===== src/rtl/kse_pkg.sv =====
// Shared types, constants and the encoder step table for the key scan
// debounce / encoder block. No dependencies.
package kse_pkg;

  // Matrix geometry and field widths
  localparam int ROW_COUNT    = 5;
  localparam int COLUMN_COUNT = 7;
  localparam int DEBOUNCE_W   = 8;
  localparam int IDLE_W       = 16;
  localparam int CFG_DATA_W   = 16;
  localparam int CFG_INDEX_W  = 2;

  // Register reset values
  localparam logic [DEBOUNCE_W-1:0] DEBOUNCE_LIMIT_RST     = DEBOUNCE_W'(5);
  localparam logic [IDLE_W-1:0]     KEY_IDLE_LIMIT_RST     = IDLE_W'(500);
  localparam logic [IDLE_W-1:0]     ENCODER_IDLE_LIMIT_RST = IDLE_W'(3000);
  localparam logic                  ENCODER_ENABLE_RST     = 1'b1;

  typedef logic [COLUMN_COUNT-1:0] row_t;
  typedef logic signed [1:0]       step_t;

  // Configuration register indexes
  typedef enum logic [CFG_INDEX_W-1:0] {
    REG_DEBOUNCE_LIMIT     = 2'd0,
    REG_KEY_IDLE_LIMIT     = 2'd1,
    REG_ENCODER_IDLE_LIMIT = 2'd2,
    REG_ENCODER_ENABLE     = 2'd3
  } kse_reg_t;

  typedef struct packed {
    logic [DEBOUNCE_W-1:0] debounce_limit;
    logic [IDLE_W-1:0]     key_idle_limit;
    logic [IDLE_W-1:0]     encoder_idle_limit;
    logic                  encoder_enable;
  } kse_cfg_t;

  // One scan beat as held in the input register
  typedef struct packed {
    row_t [ROW_COUNT-1:0] rows;
    logic                 enc_b;
    logic                 enc_a;
  } kse_item_t;

  // Quadrature step from previous {B,A} and current {B,A}; a change on both
  // pins is invalid and decodes as no step.
  function automatic step_t step_lookup(input logic [1:0] prev, input logic [1:0] cur);
    step_t step;
    unique case ({prev, cur})
      4'b0001, 4'b0111, 4'b1000, 4'b1110: step = -2'sd1;
      4'b0010, 4'b0100, 4'b1011, 4'b1101: step = 2'sd1;
      default:                            step = 2'sd0;
    endcase
    return step;
  endfunction

endpackage


===== src/rtl/kse_if.sv =====
// Channel interfaces for the key scan block: scan beats in, reports out.
// Depends on nothing; widths match the fields of kse_pkg.
interface kse_scan_if;
  logic       valid;
  logic       ready;
  logic [6:0] row0_bits;
  logic [6:0] row1_bits;
  logic [6:0] row2_bits;
  logic [6:0] row3_bits;
  logic [6:0] row4_bits;
  logic       enc_a;
  logic       enc_b;

  modport source (output valid, row0_bits, row1_bits, row2_bits, row3_bits, row4_bits,
                  enc_a, enc_b, input ready);
  modport sink   (input valid, row0_bits, row1_bits, row2_bits, row3_bits, row4_bits,
                  enc_a, enc_b, output ready);
endinterface

interface kse_report_if;
  logic              valid;
  logic              ready;
  logic              send_valid;
  logic [6:0]        out_row0;
  logic [6:0]        out_row1;
  logic [6:0]        out_row2;
  logic [6:0]        out_row3;
  logic [6:0]        out_row4;
  logic signed [1:0] step_delta;
  logic              sleep_request;

  modport source (output valid, send_valid, out_row0, out_row1, out_row2, out_row3,
                  out_row4, step_delta, sleep_request, input ready);
  modport sink   (input valid, send_valid, out_row0, out_row1, out_row2, out_row3,
                  out_row4, step_delta, sleep_request, output ready);
endinterface


===== src/rtl/key_scan_debounce_encoder_idle_core.sv =====
// Top level of the key scan debounce / encoder block: input register,
// config registers and the tick engine. Depends on kse_pkg, kse_if,
// kse_cfg_regs and kse_tick_engine.
//
//   channel   dir  handshake        payload
//   scan      in   valid / ready    row0_bits..row4_bits, enc_a, enc_b
//   report    out  valid / ready    send_valid, out_row0..4, step_delta, sleep_request
//   cfg       in   cfg_we           cfg_index, cfg_data
//
// One report per scan beat, one beat per cycle sustained while the report
// is not stalled; a beat passes through the input register, then the
// engine's single pass of compares, table lookup and counter updates,
// into the report register, from which it leaves when report ready is high.
// Reset is synchronous and restores the register defaults and clears all
// tick state. A stalled report holds the engine; the input register still
// takes one more beat, so scan ready drops only when both stages are full.
module key_scan_debounce_encoder_idle_core (
  input  logic                            clk,
  input  logic                            rst,
  input  logic                            cfg_we,
  input  logic [kse_pkg::CFG_INDEX_W-1:0] cfg_index,
  input  logic [kse_pkg::CFG_DATA_W-1:0]  cfg_data,
  kse_scan_if.sink                        scan,
  kse_report_if.source                    report
);
  import kse_pkg::*;

  kse_cfg_t  cfg;
  kse_item_t held;
  logic      held_valid;
  logic      take;

  kse_cfg_regs u_cfg (
    .clk       (clk),
    .rst       (rst),
    .cfg_we    (cfg_we),
    .cfg_index (cfg_index),
    .cfg_data  (cfg_data),
    .cfg       (cfg)
  );

  // Take a beat when the input register is empty or moving on
  assign scan.ready = !held_valid || take;

  always_ff @(posedge clk) begin
    if (rst) begin
      held_valid <= 1'b0;
    end else if (scan.ready) begin
      held_valid <= scan.valid;
    end
  end

  always_ff @(posedge clk) begin
    if (scan.valid && scan.ready) begin
      held.rows[0] <= scan.row0_bits;
      held.rows[1] <= scan.row1_bits;
      held.rows[2] <= scan.row2_bits;
      held.rows[3] <= scan.row3_bits;
      held.rows[4] <= scan.row4_bits;
      held.enc_a   <= scan.enc_a;
      held.enc_b   <= scan.enc_b;
    end
  end

  kse_tick_engine u_engine (
    .clk        (clk),
    .rst        (rst),
    .cfg        (cfg),
    .item_valid (held_valid),
    .item       (held),
    .take       (take),
    .report     (report)
  );

endmodule


===== src/rtl/kse_cfg_regs.sv =====
// Configuration register file for the key scan block.
// Depends on kse_pkg for the register indexes and the config struct.
module kse_cfg_regs (
  input  logic                             clk,
  input  logic                             rst,
  input  logic                             cfg_we,
  input  logic [kse_pkg::CFG_INDEX_W-1:0]  cfg_index,
  input  logic [kse_pkg::CFG_DATA_W-1:0]   cfg_data,
  output kse_pkg::kse_cfg_t                cfg
);
  import kse_pkg::*;

  // Load the addressed register on a write, restore defaults on reset
  always_ff @(posedge clk) begin
    if (rst) begin
      cfg.debounce_limit     <= DEBOUNCE_LIMIT_RST;
      cfg.key_idle_limit     <= KEY_IDLE_LIMIT_RST;
      cfg.encoder_idle_limit <= ENCODER_IDLE_LIMIT_RST;
      cfg.encoder_enable     <= ENCODER_ENABLE_RST;
    end else if (cfg_we) begin
      unique case (kse_reg_t'(cfg_index))
        REG_DEBOUNCE_LIMIT:     cfg.debounce_limit     <= cfg_data[DEBOUNCE_W-1:0];
        REG_KEY_IDLE_LIMIT:     cfg.key_idle_limit     <= cfg_data[IDLE_W-1:0];
        REG_ENCODER_IDLE_LIMIT: cfg.encoder_idle_limit <= cfg_data[IDLE_W-1:0];
        REG_ENCODER_ENABLE:     cfg.encoder_enable     <= cfg_data[0];
      endcase
    end
  end

endmodule


===== src/rtl/kse_tick_engine.sv =====
// Per-tick engine: step decode, idle counters, debounce and the report register.
// Depends on kse_pkg and kse_report_if.
module kse_tick_engine (
  input  logic               clk,
  input  logic               rst,
  input  kse_pkg::kse_cfg_t  cfg,
  input  logic               item_valid,
  input  kse_pkg::kse_item_t item,
  output logic               take,
  kse_report_if.source       report
);
  import kse_pkg::*;

  // Tick state
  logic [1:0]                  prev_pins;
  row_t [ROW_COUNT-1:0]        snapshot;
  logic [DEBOUNCE_W-1:0]       stable_count;
  logic [IDLE_W-1:0]           key_idle_count;
  logic [IDLE_W-1:0]           turn_idle_count;

  // Report register
  logic                        res_valid;
  logic                        res_send;
  row_t [ROW_COUNT-1:0]        res_rows;
  step_t                       res_step;
  logic                        res_sleep;

  // Next values
  logic [1:0]                  pins;
  step_t                       step;
  logic                        empty;
  logic                        same;
  logic [IDLE_W-1:0]           key_bump;
  logic [IDLE_W-1:0]           turn_bump;
  logic                        sleep_hit;
  logic [IDLE_W-1:0]           key_idle_count_next;
  logic [IDLE_W-1:0]           turn_idle_count_next;
  logic [DEBOUNCE_W-1:0]       stable_bump;
  logic [DEBOUNCE_W-1:0]       stable_count_next;
  row_t [ROW_COUNT-1:0]        snapshot_next;
  logic                        send;

  // Advance the held beat when the report slot is free or being drained
  assign take = item_valid && (!res_valid || report.ready);

  // Decode the encoder step and compare the snapshot
  always_comb begin
    pins  = {item.enc_b, item.enc_a};
    step  = step_lookup(prev_pins, pins);
    empty = (item.rows == '0);
    same  = (item.rows == snapshot);
  end

  // Idle counters: saturate, clear on activity, clear both on sleep
  always_comb begin
    key_bump  = empty ? ((key_idle_count == '1) ? key_idle_count : key_idle_count + 1'b1)
                      : '0;
    turn_bump = (step == 2'sd0)
              ? ((turn_idle_count == '1) ? turn_idle_count : turn_idle_count + 1'b1)
              : '0;
    sleep_hit = (key_bump > cfg.key_idle_limit) &&
                (!cfg.encoder_enable || (turn_bump > cfg.encoder_idle_limit));
    key_idle_count_next  = sleep_hit ? '0 : key_bump;
    turn_idle_count_next = sleep_hit ? '0 : turn_bump;
  end

  // Debounce: a step sends at once, a stable snapshot sends at the limit
  always_comb begin
    stable_bump       = (stable_count == '1) ? stable_count : stable_count + 1'b1;
    stable_count_next = stable_count;
    snapshot_next     = snapshot;
    send              = 1'b0;
    if (step != 2'sd0) begin
      send = 1'b1;
    end else if (same) begin
      if (stable_bump == cfg.debounce_limit) begin
        send              = 1'b1;
        stable_count_next = '0;
      end else begin
        stable_count_next = stable_bump;
      end
    end else begin
      stable_count_next = '0;
      snapshot_next     = item.rows;
    end
  end

  // Hold state and report valid
  always_ff @(posedge clk) begin
    if (rst) begin
      prev_pins       <= '0;
      snapshot        <= '0;
      stable_count    <= '0;
      key_idle_count  <= '0;
      turn_idle_count <= '0;
      res_valid       <= 1'b0;
    end else begin
      if (take) begin
        prev_pins       <= pins;
        snapshot        <= snapshot_next;
        stable_count    <= stable_count_next;
        key_idle_count  <= key_idle_count_next;
        turn_idle_count <= turn_idle_count_next;
        res_valid       <= 1'b1;
      end else if (report.ready) begin
        res_valid       <= 1'b0;
      end
    end
  end

  // Load the report payload
  always_ff @(posedge clk) begin
    if (take) begin
      res_send  <= send;
      res_rows  <= snapshot_next;
      res_step  <= step;
      res_sleep <= sleep_hit;
    end
  end

  assign report.valid         = res_valid;
  assign report.send_valid    = res_send;
  assign report.out_row0      = res_rows[0];
  assign report.out_row1      = res_rows[1];
  assign report.out_row2      = res_rows[2];
  assign report.out_row3      = res_rows[3];
  assign report.out_row4      = res_rows[4];
  assign report.step_delta    = res_step;
  assign report.sleep_request = res_sleep;

endmodule


===== src/flat_wrapper.sv =====
// flat-port wrapper written by rule: the top's interface ports become plain ports
module key_scan_debounce_encoder_idle_core_flat import kse_pkg::*;
  (clk, rst, cfg_we, cfg_index, cfg_data, scan_valid, scan_row0_bits, scan_row1_bits, scan_row2_bits, scan_row3_bits, scan_row4_bits, scan_enc_a, scan_enc_b, scan_ready, report_valid, report_send_valid, report_out_row0, report_out_row1, report_out_row2, report_out_row3, report_out_row4, report_step_delta, report_sleep_request, report_ready);
  kse_scan_if scan_i ();
  kse_report_if report_i ();
  input  logic clk;
  input  logic rst;
  input  logic cfg_we;
  input  logic [kse_pkg::CFG_INDEX_W-1:0] cfg_index;
  input  logic [kse_pkg::CFG_DATA_W-1:0] cfg_data;
  input wire logic [$bits(scan_i.valid)-1:0] scan_valid;
  input wire logic [$bits(scan_i.row0_bits)-1:0] scan_row0_bits;
  input wire logic [$bits(scan_i.row1_bits)-1:0] scan_row1_bits;
  input wire logic [$bits(scan_i.row2_bits)-1:0] scan_row2_bits;
  input wire logic [$bits(scan_i.row3_bits)-1:0] scan_row3_bits;
  input wire logic [$bits(scan_i.row4_bits)-1:0] scan_row4_bits;
  input wire logic [$bits(scan_i.enc_a)-1:0] scan_enc_a;
  input wire logic [$bits(scan_i.enc_b)-1:0] scan_enc_b;
  output wire logic [$bits(scan_i.ready)-1:0] scan_ready;
  output wire logic [$bits(report_i.valid)-1:0] report_valid;
  output wire logic [$bits(report_i.send_valid)-1:0] report_send_valid;
  output wire logic [$bits(report_i.out_row0)-1:0] report_out_row0;
  output wire logic [$bits(report_i.out_row1)-1:0] report_out_row1;
  output wire logic [$bits(report_i.out_row2)-1:0] report_out_row2;
  output wire logic [$bits(report_i.out_row3)-1:0] report_out_row3;
  output wire logic [$bits(report_i.out_row4)-1:0] report_out_row4;
  output wire logic [$bits(report_i.step_delta)-1:0] report_step_delta;
  output wire logic [$bits(report_i.sleep_request)-1:0] report_sleep_request;
  input wire logic [$bits(report_i.ready)-1:0] report_ready;
  assign scan_i.valid = scan_valid;
  assign scan_i.row0_bits = scan_row0_bits;
  assign scan_i.row1_bits = scan_row1_bits;
  assign scan_i.row2_bits = scan_row2_bits;
  assign scan_i.row3_bits = scan_row3_bits;
  assign scan_i.row4_bits = scan_row4_bits;
  assign scan_i.enc_a = scan_enc_a;
  assign scan_i.enc_b = scan_enc_b;
  assign scan_ready = scan_i.ready;
  assign report_valid = report_i.valid;
  assign report_send_valid = report_i.send_valid;
  assign report_out_row0 = report_i.out_row0;
  assign report_out_row1 = report_i.out_row1;
  assign report_out_row2 = report_i.out_row2;
  assign report_out_row3 = report_i.out_row3;
  assign report_out_row4 = report_i.out_row4;
  assign report_step_delta = report_i.step_delta;
  assign report_sleep_request = report_i.sleep_request;
  assign report_i.ready = report_ready;
  key_scan_debounce_encoder_idle_core u_core (.clk(clk), .rst(rst), .cfg_we(cfg_we), .cfg_index(cfg_index), .cfg_data(cfg_data), .scan(scan_i), .report(report_i));
endmodule

===== config.mk =====
export PLATFORM = sky130hd
export DESIGN_NAME = key_scan_debounce_encoder_idle_core_flat
export DESIGN_NICKNAME = d
export VERILOG_FILES = /design/src/rtl/kse_pkg.sv /design/src/rtl/kse_if.sv /design/src/rtl/key_scan_debounce_encoder_idle_core.sv /design/src/rtl/kse_cfg_regs.sv /design/src/rtl/kse_tick_engine.sv /design/src/flat_wrapper.sv
export SDC_FILE = /design/constraint.sdc
export NUM_CORES = 1
export LEC_CHECK = 0
export BUFFER_PORTS_ARGS = -buffer_cell sky130_fd_sc_hd__buf_2
export CAP_MARGIN = 10
export CELL_PAD_IN_SITES_DETAIL_PLACEMENT = 1
export CELL_PAD_IN_SITES_GLOBAL_PLACEMENT = 1
export CORE_UTILIZATION = 50
export DETAILED_ROUTE_END_ITERATION = 10
export PLACE_DENSITY = 0.92
export SETUP_SLACK_MARGIN = 0.2
export SYNTH_ARGS = -nofsm -noshare
export SYNTH_HDL_FRONTEND = slang
export SYNTH_SLANG_ARGS = --single-unit
export TNS_END_PERCENT = 10

===== constraint.sdc =====
create_clock -name clk -period 5.66 [get_ports clk]
set_clock_uncertainty 0.05 [all_clocks]
set_input_delay 0.849 -clock clk [delete_from_list [all_inputs] [get_ports clk]]
set_output_delay 0.849 -clock clk [all_outputs]
set_load 0.005 [all_outputs]

==> metrics.cfg <==
[status]
status=completed

[final_layout]
multi_input_area_um2=4521
final_nets=1124
layout.cells.most_common=dfxtp_1
final_util_pct=57.97
drive_above_1_share_pct=19.17
n_fill_cell=2017
synthToLayoutAreaGrowth_pct=13.33
final_cell_mix=120 x dfxtp_1, 100 x buf_2, 98 x nor2_1, 84 x nand2_1, 76 x edfxtp_1
layout.area.seq_um2=4684
diodes=0

[sta]
worst_pin_slew_ns=1.146
hold_violations=0
slew_viol_final=0
tns_ns=0
period_share_pct=86.78
rsz0062_at_grt=false
fin_crit_ns=4.912
finalSetupViolations=0
slew_headroom_pct=23.57
clock.fmax_ghz=0.2036

[logic_synthesis]
avgSynthCellArea_um2=10.19
ys_top_cells_by_area=dfxtp_1 25%, edfxtp_1 24%, ha_1 5.1%, mux2i_1 4.6%, mux2_2 4.1%
synth_enable_flop_cells=76
synth_top_area_share_pct=25.11
yosys_warnings=0
postSynthCellCount=939
synth_nets=1038
ys_types=66
synth_flop_cell=dfxtp_1
synth_area_um2=9568
ys_seq_area_share_pct=48.96
yosysTopAreaCell=dfxtp_1
synth-async-reset-ratio_pct=0
synth.ff_latch_count=196

[power_and_ir_drop]
power_frac_seq_pct=50.2
p_sw_share_pct=28.15
power_leakage_uw=0.004172
cellInternalPower_uw=2276
clkPwrFrac_pct=39.3
ir_worst_vdd_uv=238.9
p_switching_uw=891.7
powerDensity_nw_per_um2=292.2
pwr-share-comb_pct=10.5

[worst_setup_path]
critPathMaxFanout=14
end_kind=flop
start_kind=flop
required_ns=5.98
arrival_ns=5.23
critPathKind=reg2reg

[clock_tree]
cts.htree.levels=4
cts_max_path_buffers=2
cts_buffers=17
clkSinkCount=196
clk_latency_ns=0.46
cts_tree=built
clockRootBuffer=clkbuf_16
clk_pin_slew_ns=0.08

[routing]
routedWlPerCell_um=24.05
route.antenna.remaining_nets=0
vias_per_cell=6.157
drtIter0Drc=647
wl_mm=30.59
num_vias=7832
route.detailed.drc=0
drtPass1Iterations=5

[die]
initial_core_util_pct=51.15
io_pins=101
rows=50
chipWidth_um=140.3
die_h_um=140.3
die_area_um2=19690
coreArea_um2=18710

[global_routing]
grt_max_degree=55
grt_overflow=0
grt_use_total_pct=32.14
antenna_found_initial=0
grt_pass1_wl_mm=48.06
grt_pass1_vias=8580

[job]
drv_cap=0

[worst_hold_path]
worstHoldPathType=reg2reg

[placed_design]
io_buffer_count=100
gp_congestion=0.8879
dpl.hpwl_mm=19.02

## per-stage QoR
stage | worst slack (ns) | instances | hold WS [ns] | area (um2) | total power [uW]
3_3_place_gp | 1.043 | 1238 | 0.3939 | 10220 | 1911
3_5_place_dp | 0.7006 | 1238 | 0.4023 | 10220 | 1932
6_report | 0.7483 | 1272 | 0.4091 | 10840 | 3168
2_1_floorplan | 1.860 | 939 | 0.3863 | 9568 | 1809
4_1_cts | 0.3705 | 1270 | 0.4127 | 10830 | 3167
5_1_grt | 0.4485 | 1272 | 0.4323 | 10840 | 3245
## layout make-up
cell class              instances  share of cell area, %
multi-input cells             657                  41.69
flip-flops and latches        196                  43.20
inverters                      42                  1.454
well taps                     234                  2.700
repair buffers                111                  5.377
clock inverters                15                  1.650
clock buffers                  17                  3.923
## power by group through the flow
| stage | clock network [uW] | registers (uW) | logic, uW |
|---|---|---|---|
| after floorplan | 0 | 1600 | 206 |
| after global placement | 0 | 1610 | 301 |
| after detailed placement | 0 | 1620 | 315 |
| after CTS | 1250 | 1590 | 329 |
| after global routing | 1300 | 1590 | 354 |
| final | 1240 | 1590 | 333 |
## worst paths after layout
| check | startpoint | endpoint | slack, ns | cells after the start |
|---|---|---|---|---|
| max reg2reg | u_core.u_engine.turn_idle_count[9] | u_core.u_engine.turn_idle_count[0] | 0.75 | 17 |
| min reg2reg | u_core.u_cfg.cfg[30] | u_core.u_cfg.cfg[30] | 0.41 | 2 |
| min | u_core.u_cfg.cfg[30] | u_core.u_cfg.cfg[30] | 0.41 | 2 |
| max | u_core.u_engine.turn_idle_count[9] | u_core.u_engine.turn_idle_count[0] | 0.75 | 17 |
## registers in the layout, summed over array words and instances, names as in the netlist
name / flops
u_core.held: 37
u_core.u_engine.prev_pins: 2
u_core.held_valid: 1
u_core.u_engine.stable_count: 8
u_core.u_engine.snapshot: 35
u_core.u_engine.report.valid: 1
u_core.u_engine.report.out_row0: 7
u_core.u_engine.report.step_delta: 2
u_core.u_engine.key_idle_count: 16
u_core.u_engine.report.out_row1: 7
u_core.u_engine.report.sleep_request: 1
u_core.u_engine.turn_idle_count: 16
u_core.u_cfg.cfg: 41
u_core.u_engine.report.send_valid: 1
u_core.u_engine.report.out_row2: 7
u_core.u_engine.report.out_row4: 7
u_core.u_engine.report.out_row3: 7
## cell usage after synthesis, types with 9 or more instances
library cell,count
a21oi_1,46
a22o_1,22
and3_1,11
buf_2,9
clkbuf_1,24
dfxtp_1,120
edfxtp_1,76
ha_1,39
inv_1,41
mux2_2,35
mux2i_1,44
nand2_1,84
nand2b_1,10
nand3_1,20
nand4_1,32
nor2_1,99
nor3_1,17
nor4_1,15
o21ai_0,25
xnor2_1,45
xor2_1,18
## cells by family (layout without fill, tap and decap cells)
group           after synthesis  after routing  synth area share [%]
fa+ha+maj                    39             39                 5.100
simple gates                335            335                 17.54
xor+xnor                     63             63                 5.767
mux                          80             80                 8.958
buf+inv                      86            185                 4.001
compound gates              140            140                 9.677
flops                       196            196                 48.96
## routing by layer
layer	part of all wire (%)	wire (um)	vias to the layer above	GRT usage, %
met5	0	0	-	0
met4	4.3	1313	0	17.99
met3	5.7	1754	90	7.111
met2	51	15520	300	55.87
met1	39	12000	3911	36.61
li1	-	-	3531	-
## worst max-delay path, cell delays in order (launching register included)
cell,delay [ns]
dfxtp_1,0.46
nand4_1,0.17
or2_2,0.34
nor2_2,0.28
nand3_2,0.29
nand4_1,0.27
nor2_1,0.10
xnor2_1,0.28
nor2_1,0.08
ha_1,0.33
a211oi_1,0.33
nor2_1,0.09
o31a_1,0.29
o31ai_1,0.28
a221o_2,0.42
inv_1,0.15
or3_1,0.40
o21ai_0,0.21
## timing repair
item	in CTS	in global routing
hold buffers	0	0
gates resized for setup	0	1
setup buffers	0	2
endpoints found under the setup margin	0	25
Power figures use the tool's default switching activity.
